<file path="config.mk">
export PLATFORM = sky130hd
export DESIGN_NAME = x86_instruction_length_top
export DESIGN_NICKNAME = d
export VERILOG_FILES = /design/src/sv/xil_pkg.sv /design/src/sv/xil_locate.sv /design/src/sv/xil_size.sv /design/src/sv/x86_instruction_length_top.sv
export SDC_FILE = /design/constraint.sdc
export NUM_CORES = 1
export LEC_CHECK = 0
export BUFFER_PORTS_ARGS = -buffer_cell sky130_fd_sc_hd__buf_2
export CAP_MARGIN = 20
export CORE_ASPECT_RATIO = 1.5
export CORE_MARGIN = 2
export CORE_UTILIZATION = 55
export CTS_CLUSTER_DIAMETER = 120
export CTS_CLUSTER_SIZE = 20
export DETAILED_ROUTE_END_ITERATION = 16
export PLACE_DENSITY_LB_ADDON = 0.3
export SYNTH_ARGS = -nofsm -noshare
export SYNTH_HDL_FRONTEND = slang
export SYNTH_SLANG_ARGS = --single-unit
</file>
<file path="constraint.sdc">
create_clock -name clk -period 11 [get_ports clk]
set_input_delay 2.2 -clock clk [delete_from_list [all_inputs] [get_ports clk]]
set_output_delay 2.2 -clock clk [all_outputs]
set_load 0.01 [all_outputs]
</file>
<file path="src/sv/xil_pkg.sv">
// Shared types, constants and opcode tables for the x86 instruction length predecoder.
`default_nettype none

package xil_pkg;

  localparam int unsigned WINDOW_BYTES = 15;
  localparam int unsigned POS_W        = 5;

  localparam logic [7:0] OP_ESCAPE   = 8'h0F;
  localparam logic [7:0] REX_NIBBLE  = 8'h40;
  localparam logic [7:0] HI_MASK     = 8'hF0;
  localparam logic [7:0] VEX_2BYTE   = 8'hC5;
  localparam logic [7:0] VEX_3BYTE   = 8'hC4;
  localparam logic [7:0] PFX_LOCK    = 8'hF0;

  localparam logic [POS_W-1:0] WINDOW_LEN = POS_W'(WINDOW_BYTES);

  typedef struct packed {
    logic [55:0] bytes_high;
    logic [63:0] bytes_low;
  } in_t;

  typedef struct packed {
    logic [3:0] length;
    logic       clamped;
    logic       modrm_seen;
    logic       escape_seen;
  } out_t;

  // Opcode location handed from the prefix stage to the sizing stage.
  typedef struct packed {
    logic             rex;
    logic             esc;
    logic [POS_W-1:0] op_end;
    logic [7:0]       opcode;
  } loc_t;

  // Read a window byte; positions at or past the window read as zero.
  function automatic logic [7:0] byte_at(input logic [8*WINDOW_BYTES-1:0] win,
                                         input logic [POS_W-1:0] idx);
    logic [255:0] ext;
    ext = {{(256 - 8*WINDOW_BYTES){1'b0}}, win};
    return ext[{idx, 3'b000} +: 8];
  endfunction

  function automatic logic is_legacy_prefix(input logic [7:0] b);
    return b == PFX_LOCK || b == 8'hF2 || b == 8'hF3 || b == 8'h2E ||
           b == 8'h36 || b == 8'h3E || b == 8'h26 || b == 8'h64 ||
           b == 8'h65 || b == 8'h66 || b == 8'h67;
  endfunction

  function automatic logic table_one(input logic [7:0] b);
    return b <= 8'h3F || (b >= 8'h88 && b <= 8'h8F) || (b >= 8'hD0 && b <= 8'hDF) ||
           b == 8'h62 || b == 8'h63 || b == 8'h69 || b == 8'h6B ||
           (b >= 8'h80 && b <= 8'h81) || (b >= 8'h83 && b <= 8'h87) ||
           b == 8'hC6 || b == 8'hC7 || b == 8'hF6 || b == 8'hF7 ||
           b == 8'hFE || b == 8'hFF || b == 8'hC0 || b == 8'hC1;
  endfunction

  function automatic logic table_two(input logic [7:0] b);
    return b <= 8'h7F || (b >= 8'h80 && b <= 8'h87) || (b >= 8'h8C && b <= 8'h8F) ||
           (b >= 8'h90 && b <= 8'h9F) || (b >= 8'hA4 && b <= 8'hAF) ||
           (b >= 8'hB0 && b <= 8'hB7);
  endfunction

endpackage

`default_nettype wire

</file>
<file path="src/sv/xil_locate.sv">
// Prefix scan, REX and VEX skip, and opcode location for one code window.
`default_nettype none

module xil_locate (
  input  wire logic [8*xil_pkg::WINDOW_BYTES-1:0] win,
  input  wire logic                               long_mode,
  output xil_pkg::loc_t                           loc
);

  logic [xil_pkg::WINDOW_BYTES-1:0] pfx;
  logic [xil_pkg::POS_W-1:0]        npfx;
  logic [xil_pkg::POS_W-1:0]        pos_rex;
  logic [xil_pkg::POS_W-1:0]        pos_vex;
  logic [xil_pkg::POS_W-1:0]        pos_op;
  logic [7:0]                       b_rex;
  logic [7:0]                       b_vex;
  logic [7:0]                       b_op;
  logic                             rex;
  logic                             esc;

  // Flag every prefix byte, then find the first byte that is not one.
  always_comb begin
    for (int i = 0; i < xil_pkg::WINDOW_BYTES; i++) begin
      pfx[i] = xil_pkg::is_legacy_prefix(win[8*i +: 8]);
    end
    npfx = xil_pkg::WINDOW_LEN;
    for (int i = xil_pkg::WINDOW_BYTES - 1; i >= 0; i--) begin
      if (!pfx[i]) begin
        npfx = xil_pkg::POS_W'(i);
      end
    end
  end

  always_comb begin
    b_rex   = xil_pkg::byte_at(win, npfx);
    rex     = long_mode && ((b_rex & xil_pkg::HI_MASK) == xil_pkg::REX_NIBBLE);
    pos_rex = npfx + xil_pkg::POS_W'(rex);

    // Skip the VEX payload only when it still fits inside the window.
    b_vex = xil_pkg::byte_at(win, pos_rex);
    if (b_vex == xil_pkg::VEX_2BYTE && (pos_rex + 5'd1) < xil_pkg::WINDOW_LEN) begin
      pos_vex = pos_rex + 5'd1;
    end else if (b_vex == xil_pkg::VEX_3BYTE &&
                 (pos_rex + 5'd2) < xil_pkg::WINDOW_LEN) begin
      pos_vex = pos_rex + 5'd2;
    end else begin
      pos_vex = pos_rex;
    end

    b_op   = xil_pkg::byte_at(win, pos_vex);
    esc    = (b_op == xil_pkg::OP_ESCAPE);
    pos_op = esc ? pos_vex + 5'd2 : pos_vex + 5'd1;

    loc.rex    = rex;
    loc.esc    = esc;
    loc.op_end = pos_op;
    loc.opcode = xil_pkg::byte_at(win, pos_op - 5'd1);
  end

endmodule

`default_nettype wire

</file>
<file path="src/sv/xil_size.sv">
// ModRM, SIB, displacement and immediate sizing, with the length clamp.
`default_nettype none

module xil_size (
  input  wire logic [8*xil_pkg::WINDOW_BYTES-1:0] win,
  input  wire logic                               long_mode,
  input  wire xil_pkg::loc_t                      loc,
  output xil_pkg::out_t                           res
);

  logic [7:0]                m;
  logic [7:0]                sib;
  logic [1:0]                md;
  logic [2:0]                rm;
  logic                      modrm_p;
  logic                      has_sib;
  logic [xil_pkg::POS_W-1:0] sib_pos;
  logic [xil_pkg::POS_W-1:0] extra;
  logic [xil_pkg::POS_W-1:0] len;
  logic [7:0]                b;

  always_comb begin
    b       = loc.opcode;
    modrm_p = xil_pkg::table_one(b) || (loc.esc && xil_pkg::table_two(b));
    m       = xil_pkg::byte_at(win, loc.op_end);
    md      = m[7:6];
    rm      = m[2:0];
    sib_pos = loc.op_end + 5'd1;
    sib     = xil_pkg::byte_at(win, sib_pos);
    has_sib = (md != 2'd3) && (rm == 3'd4);
    extra   = '0;

    if (modrm_p) begin
      extra = 5'd1;
      if (has_sib) begin
        extra = extra + 5'd1;
        if (md == 2'd0 && sib[2:0] == 3'd5) begin
          extra = extra + 5'd4;
        end
      end
      if (md == 2'd1) begin
        extra = extra + 5'd1;
      end else if (md == 2'd2) begin
        extra = extra + 5'd4;
      end else if (md == 2'd0 && rm == 3'd5) begin
        extra = extra + 5'd4;
      end

      if (b == 8'h80 || b == 8'h83 || b == 8'hC6 || b == 8'hF6) begin
        extra = extra + 5'd1;
      end else if (b == 8'h81 || b == 8'hC7) begin
        extra = extra + 5'd4;
      end else if (b == 8'hF7 && m[5:3] == 3'd0) begin
        extra = extra + 5'd4;
      end
    end else begin
      if (b == 8'h68 || b == 8'hA9 || b == 8'hE8 || b == 8'hE9) begin
        extra = 5'd4;
      end else if (b == 8'h6A || b == 8'hA8 || b == 8'hCD || b == 8'hEB ||
                   (b >= 8'h70 && b <= 8'h7F) || (b >= 8'hB0 && b <= 8'hB7)) begin
        extra = 5'd1;
      end else if (b >= 8'hA0 && b <= 8'hA3) begin
        extra = long_mode ? 5'd8 : 5'd4;
      end else if (b >= 8'hB8 && b <= 8'hBF) begin
        extra = (long_mode && loc.rex) ? 5'd8 : 5'd4;
      end else if (b == 8'hC2) begin
        extra = 5'd2;
      end
    end

    len = loc.op_end + extra;

    res.clamped     = (len > xil_pkg::WINDOW_LEN);
    res.length      = res.clamped ? 4'd1 : len[3:0];
    res.modrm_seen  = modrm_p;
    res.escape_seen = loc.esc;
  end

endmodule

`default_nettype wire

</file>
<file path="src/sv/x86_instruction_length_top.sv">
// Top level of the x86 instruction length predecoder: word registers and config.
// Pipeline: the edge that accepts start loads the window register, then the result
//   register takes the decoded length after one pass of decode logic between them;
//   done rises when the result register is loaded.
// Throughput: one word per cycle; busy stays low, so start may be high every cycle.
// Reset: synchronous active-high rst clears the pipeline valids and sets long_mode to 1.
// The receiver cannot stall: each result shows for one cycle, marked by done.
`default_nettype none

module x86_instruction_length_top (
  input  wire logic          clk,
  input  wire logic          rst,
  input  wire logic          start,
  output logic               busy,
  input  wire xil_pkg::in_t  item,
  input  wire logic          cfg_we,
  input  wire logic          cfg_data,
  output logic               done,
  output xil_pkg::out_t      result
);

  // Config register: 1 decodes 64-bit code with REX, 0 decodes 32-bit code.
  logic long_mode;

  // Window register: hold the accepted word for one decode pass.
  logic                               win_valid;
  logic [8*xil_pkg::WINDOW_BYTES-1:0] win;

  // Result register: holds the output word; done marks it for exactly one cycle.
  logic          res_valid;
  xil_pkg::out_t res;

  xil_pkg::loc_t loc;
  xil_pkg::out_t res_next;

  // No internal backpressure: every start is taken.
  assign busy = 1'b0;

  always_ff @(posedge clk) begin
    if (rst) begin
      long_mode <= 1'b1;
    end else if (cfg_we) begin
      long_mode <= cfg_data;
    end
  end

  // Advance the valid bits every cycle; a slot empties unless a new word lands.
  always_ff @(posedge clk) begin
    if (rst) begin
      win_valid <= 1'b0;
      res_valid <= 1'b0;
    end else begin
      win_valid <= start && !busy;
      res_valid <= win_valid;
    end
  end

  // Payload registers carry no reset; the valids qualify them.
  always_ff @(posedge clk) begin
    if (start && !busy) begin
      win <= {item.bytes_high, item.bytes_low};
    end
    if (win_valid) begin
      res <= res_next;
    end
  end

  // Skip prefixes, REX and VEX, and find the opcode byte.
  xil_locate u_locate (
    .win       (win),
    .long_mode (long_mode),
    .loc       (loc)
  );

  // Add ModRM, SIB, displacement and immediate sizes; clamp past the window.
  xil_size u_size (
    .win       (win),
    .long_mode (long_mode),
    .loc       (loc),
    .res       (res_next)
  );

  assign done   = res_valid;
  assign result = res;

endmodule

`default_nettype wire
</file>
==> reports/metrics.csv, run 1 <==
stage,metric,value,unit
outcome,outcome,did not finish,
outcome,Failed at,5_1_grt,
outcome,Err,[ERROR GRT-0232] Routing congestion too high. Check the congestion heatmap in the GUI.,
cts,Sink Count,130,
place,GP Congestion,1.24,
floorplan,Starting Density,0.559,
yosys,Synth top area share,0.325,
yosys,distinct cell type count after synthesis,131,
yosys,Post-synth ARST share,0,
floorplan,IO Count,134,
yosys,cell count after synthesis,1285,
yosys,"Top FF cell, synth",edfxtp_1,
yosys,Syn Nets,1426,
yosys,#FFs+latches synth,130,
cts,clk root buf,clkbuf_16,
global_route,pin count of the biggest net entering global routing,85,
floorplan,row count,65,
cts,htree depth,4,
yosys,syn avg cell area,9.13,sq um
place,I/O Buffers,132,
yosys,Ys Warns,0,
yosys,"EDFF count, synth",127,
yosys,Area contributors post-synth,"edfxtp_1, a21oi_1, nand2_1, nand3_1, o21ai_0",
floorplan,Die Span X,123,um
place,Detail Placement HPWL,45600,um
global_route,Total GRT Usage,0.692,
global_route,GRT Residual Overflow,103,
timing,Worst endpoint type,sequential cell input,
yosys,post-synth top area cell,edfxtp_1,
cts,clk buf depth,2,
floorplan,Die Span Y,183,um
timing,grt repair worst endpoint,result[6]$_SDFFCE_PN0P_/D,
place,placed standard-cell area,0.0162,sq mm
cts,TritonCTS Buffers,17,
cts,cts-stage hold buffer count,0,
yosys,sequential element share of the synthesized area,0.330,
yosys,Synth Cell Area,0.0117,sq mm
==> synthesized netlist by cell type (11+ instances only) <==
| master | number |
|---|---|
| a211oi_1 | 22 |
| nor2b_1 | 16 |
| ha_1 | 15 |
| nor2_1 | 84 |
| or3_1 | 16 |
| mux4_2 | 12 |
| nand2_1 | 92 |
| o21ai_0 | 68 |
| edfxtp_1 | 127 |
| a21o_1 | 14 |
| clkbuf_1 | 30 |
| a21oi_1 | 77 |
| o211ai_1 | 27 |
| inv_1 | 32 |
| nand4_1 | 29 |
| a22oi_1 | 11 |
| nand3_1 | 69 |
| nor3b_1 | 16 |
| a31oi_1 | 12 |
| nor4_1 | 17 |
| nand3b_1 | 15 |
| and2_1 | 13 |
| xnor2_1 | 12 |
| nor3_1 | 42 |
| and3_1 | 11 |
| o22ai_1 | 34 |
| buf_2 | 26 |
| mux2i_1 | 24 |
==> logic make-up after synthesis <==
group / count (synthesis) / share of synthesized area
multiplexers: 41 / 0.0493
other: 1 / 0.000320
flip-flops: 130 / 0.330
AND/OR/NAND/NOR: 516 / 0.253
buffers and inverters: 113 / 0.0465
AO/OA/AOI/OAI: 445 / 0.283
XOR/XNOR: 22 / 0.0195
adder cells (fa/ha/maj): 17 / 0.0186
==> routing by layer <==
layer  track usage  overflow
met3         0.503         1
met5        0.0903         0
met1         0.693         4
met4         0.677        37
met2         0.888        61
==> through the flow <==
| step | cells | setup TNS, ns | utilization | hold slack, ns | worst slack [ns] |
|---|---|---|---|---|---|
| global placement | 2098 | -3.96 | 0.770 | 0.577 | -0.867 |
| CTS | 2164 | -0.518 | 0.846 | 0.616 | -0.129 |
| floorplan | 1285 | 0 | - | 0.551 | 0.0107 |
| detailed placement | 2098 | -5.38 | 0.770 | 0.596 | -1.16 |
==> repair_timing <==
item,CTS
endpoints found under the hold margin,0
buffers inserted,32
gates cloned,4
gates resized for setup,160
setup endpoints to repair,5
pin swaps,88
==> inputs of run 2 (changes only) <==
- CORE_ASPECT_RATIO: 1.5 -> unset
- CORE_UTILIZATION: 55 -> 40
- CTS_CLUSTER_DIAMETER: 120 -> unset
- CTS_CLUSTER_SIZE: 20 -> unset
- PLACE_DENSITY_LB_ADDON: 0.3 -> 0.15
- clock period: 11 -> 14.3 ns (I/O delays scaled with it)
==> reports/metrics.csv, run 2 <==
stage,metric,value,unit,change
outcome,outcome,completed,,
power,Pwr Density,105,mW/mm^2,
cts,TritonCTS Buffers,17,,unchanged
floorplan,core area,0.0288,sq mm,
cts,clk buf depth,2,,unchanged
timing,final hold violations,0,,
yosys,post-synth top area cell,edfxtp_1,,
yosys,top post-synthesis cells by count,"edfxtp_1, nand2_1, nor2_1",,
cells_and_area,"most common cell after layout, fill and taps aside",buf_2,,
cts,clk root buf,clkbuf_16,,
hold_path,Worst Hold Class,reg -> reg,,
yosys,#FFs+latches synth,130,,unchanged
global_route,met3 usage,0.0896,,
global_route,grt met1 use,0.441,,
yosys,sequential element share of the synthesized area,0.330,,unchanged
global_route,initial antenna violation count,0,,
yosys,"EDFF count, synth",127,,unchanged
cells_and_area,area occupied by multi-input gates,0.00737,sq mm,
place,GP Congestion,1.07,,-14%
critical_path,Worst Path Required,14.50,ns,
yosys,Synth top area share,0.325,,unchanged
cells_and_area,Largest register FFs,120,,
timing,setup_tns,0,ns,
yosys,Syn Nets,1426,,unchanged
global_route,Total GRT Usage,0.342,,
floorplan,row count,62,,-4.6%
cts,clock-pin transition on the worst setup and hold timing paths,0.06,ns,
yosys,Post-synth ARST share,0,,unchanged
route,DR WL/cell,29.1,um,
global_route,GRT Residual Overflow,0,,
cells_and_area,Top reg by flops,win,,
cells_and_area,Sequential Area,0.00387,sq mm,
floorplan,Die Span X,175,um,+42%
timing,fin crit share,0.945,,
yosys,Area contributors post-synth,"edfxtp_1, a21oi_1, nand2_1, nand3_1, o21ai_0",,
cells_and_area,area delta synth->final,14.1,%,
power,LEAKAGE,0.00470,uW,
cts,Clock Latency Late Sink,0.44,ns,
timing,actual slew at the worst max-slew pin,1.01,ns,
timing,Final Max Slew Viols,0,,
place,Placed Instances,1763,,-16%
cells_and_area,Antenna diodes,0,,
critical_path,Setup CP Type,reg -> reg,,
cells_and_area,layout cell share with drive strength beyond 1,0.215,,
cells_and_area,final std cells w/o fill,1795,,
timing,final setup fails,0,,
floorplan,IO Count,134,,unchanged
timing,Fin Clk Skew,0.0193,ns,
global_route,wire length of the first global-routing pass,77800,um,
timing,Slew Limit Headroom,0.318,,
place,I/O Buffers,132,,unchanged
critical_path,CP Data Arrival Time,13.71,ns,
cells_and_area,most frequent cells in the layout,"buf_2, edfxtp_1, nand2_1",,
job,Max-cap violations,0,,
route,vias,12400,,
critical_path,Slowest Stage Delay on Critical Path,0.77,ns,
cells_and_area,number of fill cells,2826,,
yosys,syn avg cell area,9.13,sq um,unchanged
timing,RSZ-0062 raised after global routing,no,,
floorplan,Die ar.,0.0307,sq mm,
route,Final ANT Viol Nets,0,,
floorplan,Die Span Y,175,um,-4.2%
yosys,"Top FF cell, synth",edfxtp_1,,
cells_and_area,nets,1539,,
global_route,gr busiest metal,met2,,
yosys,Ys Warns,0,,unchanged
power,VDD IR max,0.000118,V,
critical_path,crit path max-delay cell type,nor4b_1,,
cts,htree depth,4,,unchanged
route,drt first pass iters,6,,
global_route,vias in the first global route,11800,,
timing,Max Clock Freq,74.0,MHz,
yosys,Synth Cell Area,0.0117,sq mm,unchanged
route,# DRC,0,,
cts,Sink Count,130,,unchanged
place,Detail Placement HPWL,40200,um,-12%
critical_path,Startpoint Class,register,,
floorplan,Starting Density,0.408,,-0.152
critical_path,worst-path maximum fanout,22,,
global_route,pin count of the biggest net entering global routing,73,,
yosys,cell count after synthesis,1285,,unchanged
cts,CTS tree,yes,,
timing,Tmin final,13.51,ns,
global_route,met2 Usage GRT,0.514,,
route,initial drt markers,1975,,
route,Via density,6.90,,
critical_path,Worst setup EP type,register,,
cts,post-CTS setup buffers,0,,-100%
yosys,distinct cell type count after synthesis,131,,unchanged
cells_and_area,final cell utilization of the core,0.465,,
route,final wirelength,52300,um,
yosys,top-count cell post-synth,edfxtp_1,,
-- run 2: cell counts after synthesis --
No cell type changed its count.
-- run 2: repair_timing --
item,in CTS,in global routing
endpoints found under the setup margin,0,5
hold buffers,0,0
resized for setup,0,13
-- run 2: cells by family after synthesis --
logic type / Yosys count / synth area share
and+or+nand+nor: 516 / 0.253
muxes: 41 / 0.0493
DFF: 130 / 0.330
adders and majority gates: 17 / 0.0186
AOI/OAI and AO/OA: 445 / 0.283
buffers and inverters: 113 / 0.0465
xor gates and xnor gates: 22 / 0.0195
other: 1 / 0.000320
-- run 2: worst paths after layout --
check | from | end | slack (ns) | cells past startpoint
max | win[110]$_DFFE_PP_ | result[3]$_SDFFCE_PN1P_ | 0.79 | 50
min | win_valid$_SDFF_PP0_ | result[6]$_SDFFCE_PN0P_ | 0.64 | 0
max reg2reg | win[110]$_DFFE_PP_ | result[3]$_SDFFCE_PN1P_ | 0.79 | 50
min reg2reg | win_valid$_SDFF_PP0_ | result[6]$_SDFFCE_PN0P_ | 0.64 | 0
-- run 2: layout make-up --
type	count	share of cell area
Timing Repair Buffer	169	0.0701
Tap cell	384	0.0359
Sequential cell	130	0.289
Multi-Input combinational cell	1042	0.550
Clock inverter	15	0.0118
Inverter	38	0.0108
Clock buffer	17	0.0318
-- run 2: metrics by stage --
stage          worst slack, ns  hold slack (ns)  power, uW  instance area (sq um)
2_1_floorplan             2.51            0.551        792                  11700
3_3_place_gp             0.276            0.643        963                  12700
3_5_place_dp             0.187            0.655        960                  12800
4_1_cts                 0.0845            0.668       1400                  13300
5_1_grt                 0.0168            0.673       1470                  13400
6_report                 0.792            0.641       1410                  13400
-- run 2: power by group --
| group | total [uW] | internal, uW | switching (uW) | leakage [uW] |
|---|---|---|---|---|
| Sequential | 535 | 461 | 73.7 | 0.00127 |
| Combinational | 440 | 166 | 275 | 0.00315 |
| Clock | 435 | 258 | 177 | 0.000285 |
| Total | 1410 | 884 | 525 | 0.00470 |
-- run 2: worst max-delay path: cells and delay by family (launching register included) --
| kind | cells | cell delay (ns) |
|---|---|---|
| flops | 1 | 0.55 |
| fa+ha+maj | 4 | 1.29 |
| xor+xnor | 1 | 0.14 |
| buf+inv | 3 | 0.42 |
| compound gates | 25 | 5.45 |
| simple gates | 17 | 5.37 |
-- run 2: per-layer routing --
metal  part of all wire  up-vias
met4              0.067        0
met1               0.39     5971
met5                  0        -
met3               0.11      197
met2               0.43      821
li1                   -     5400
Power figures use the tool's default switching activity.
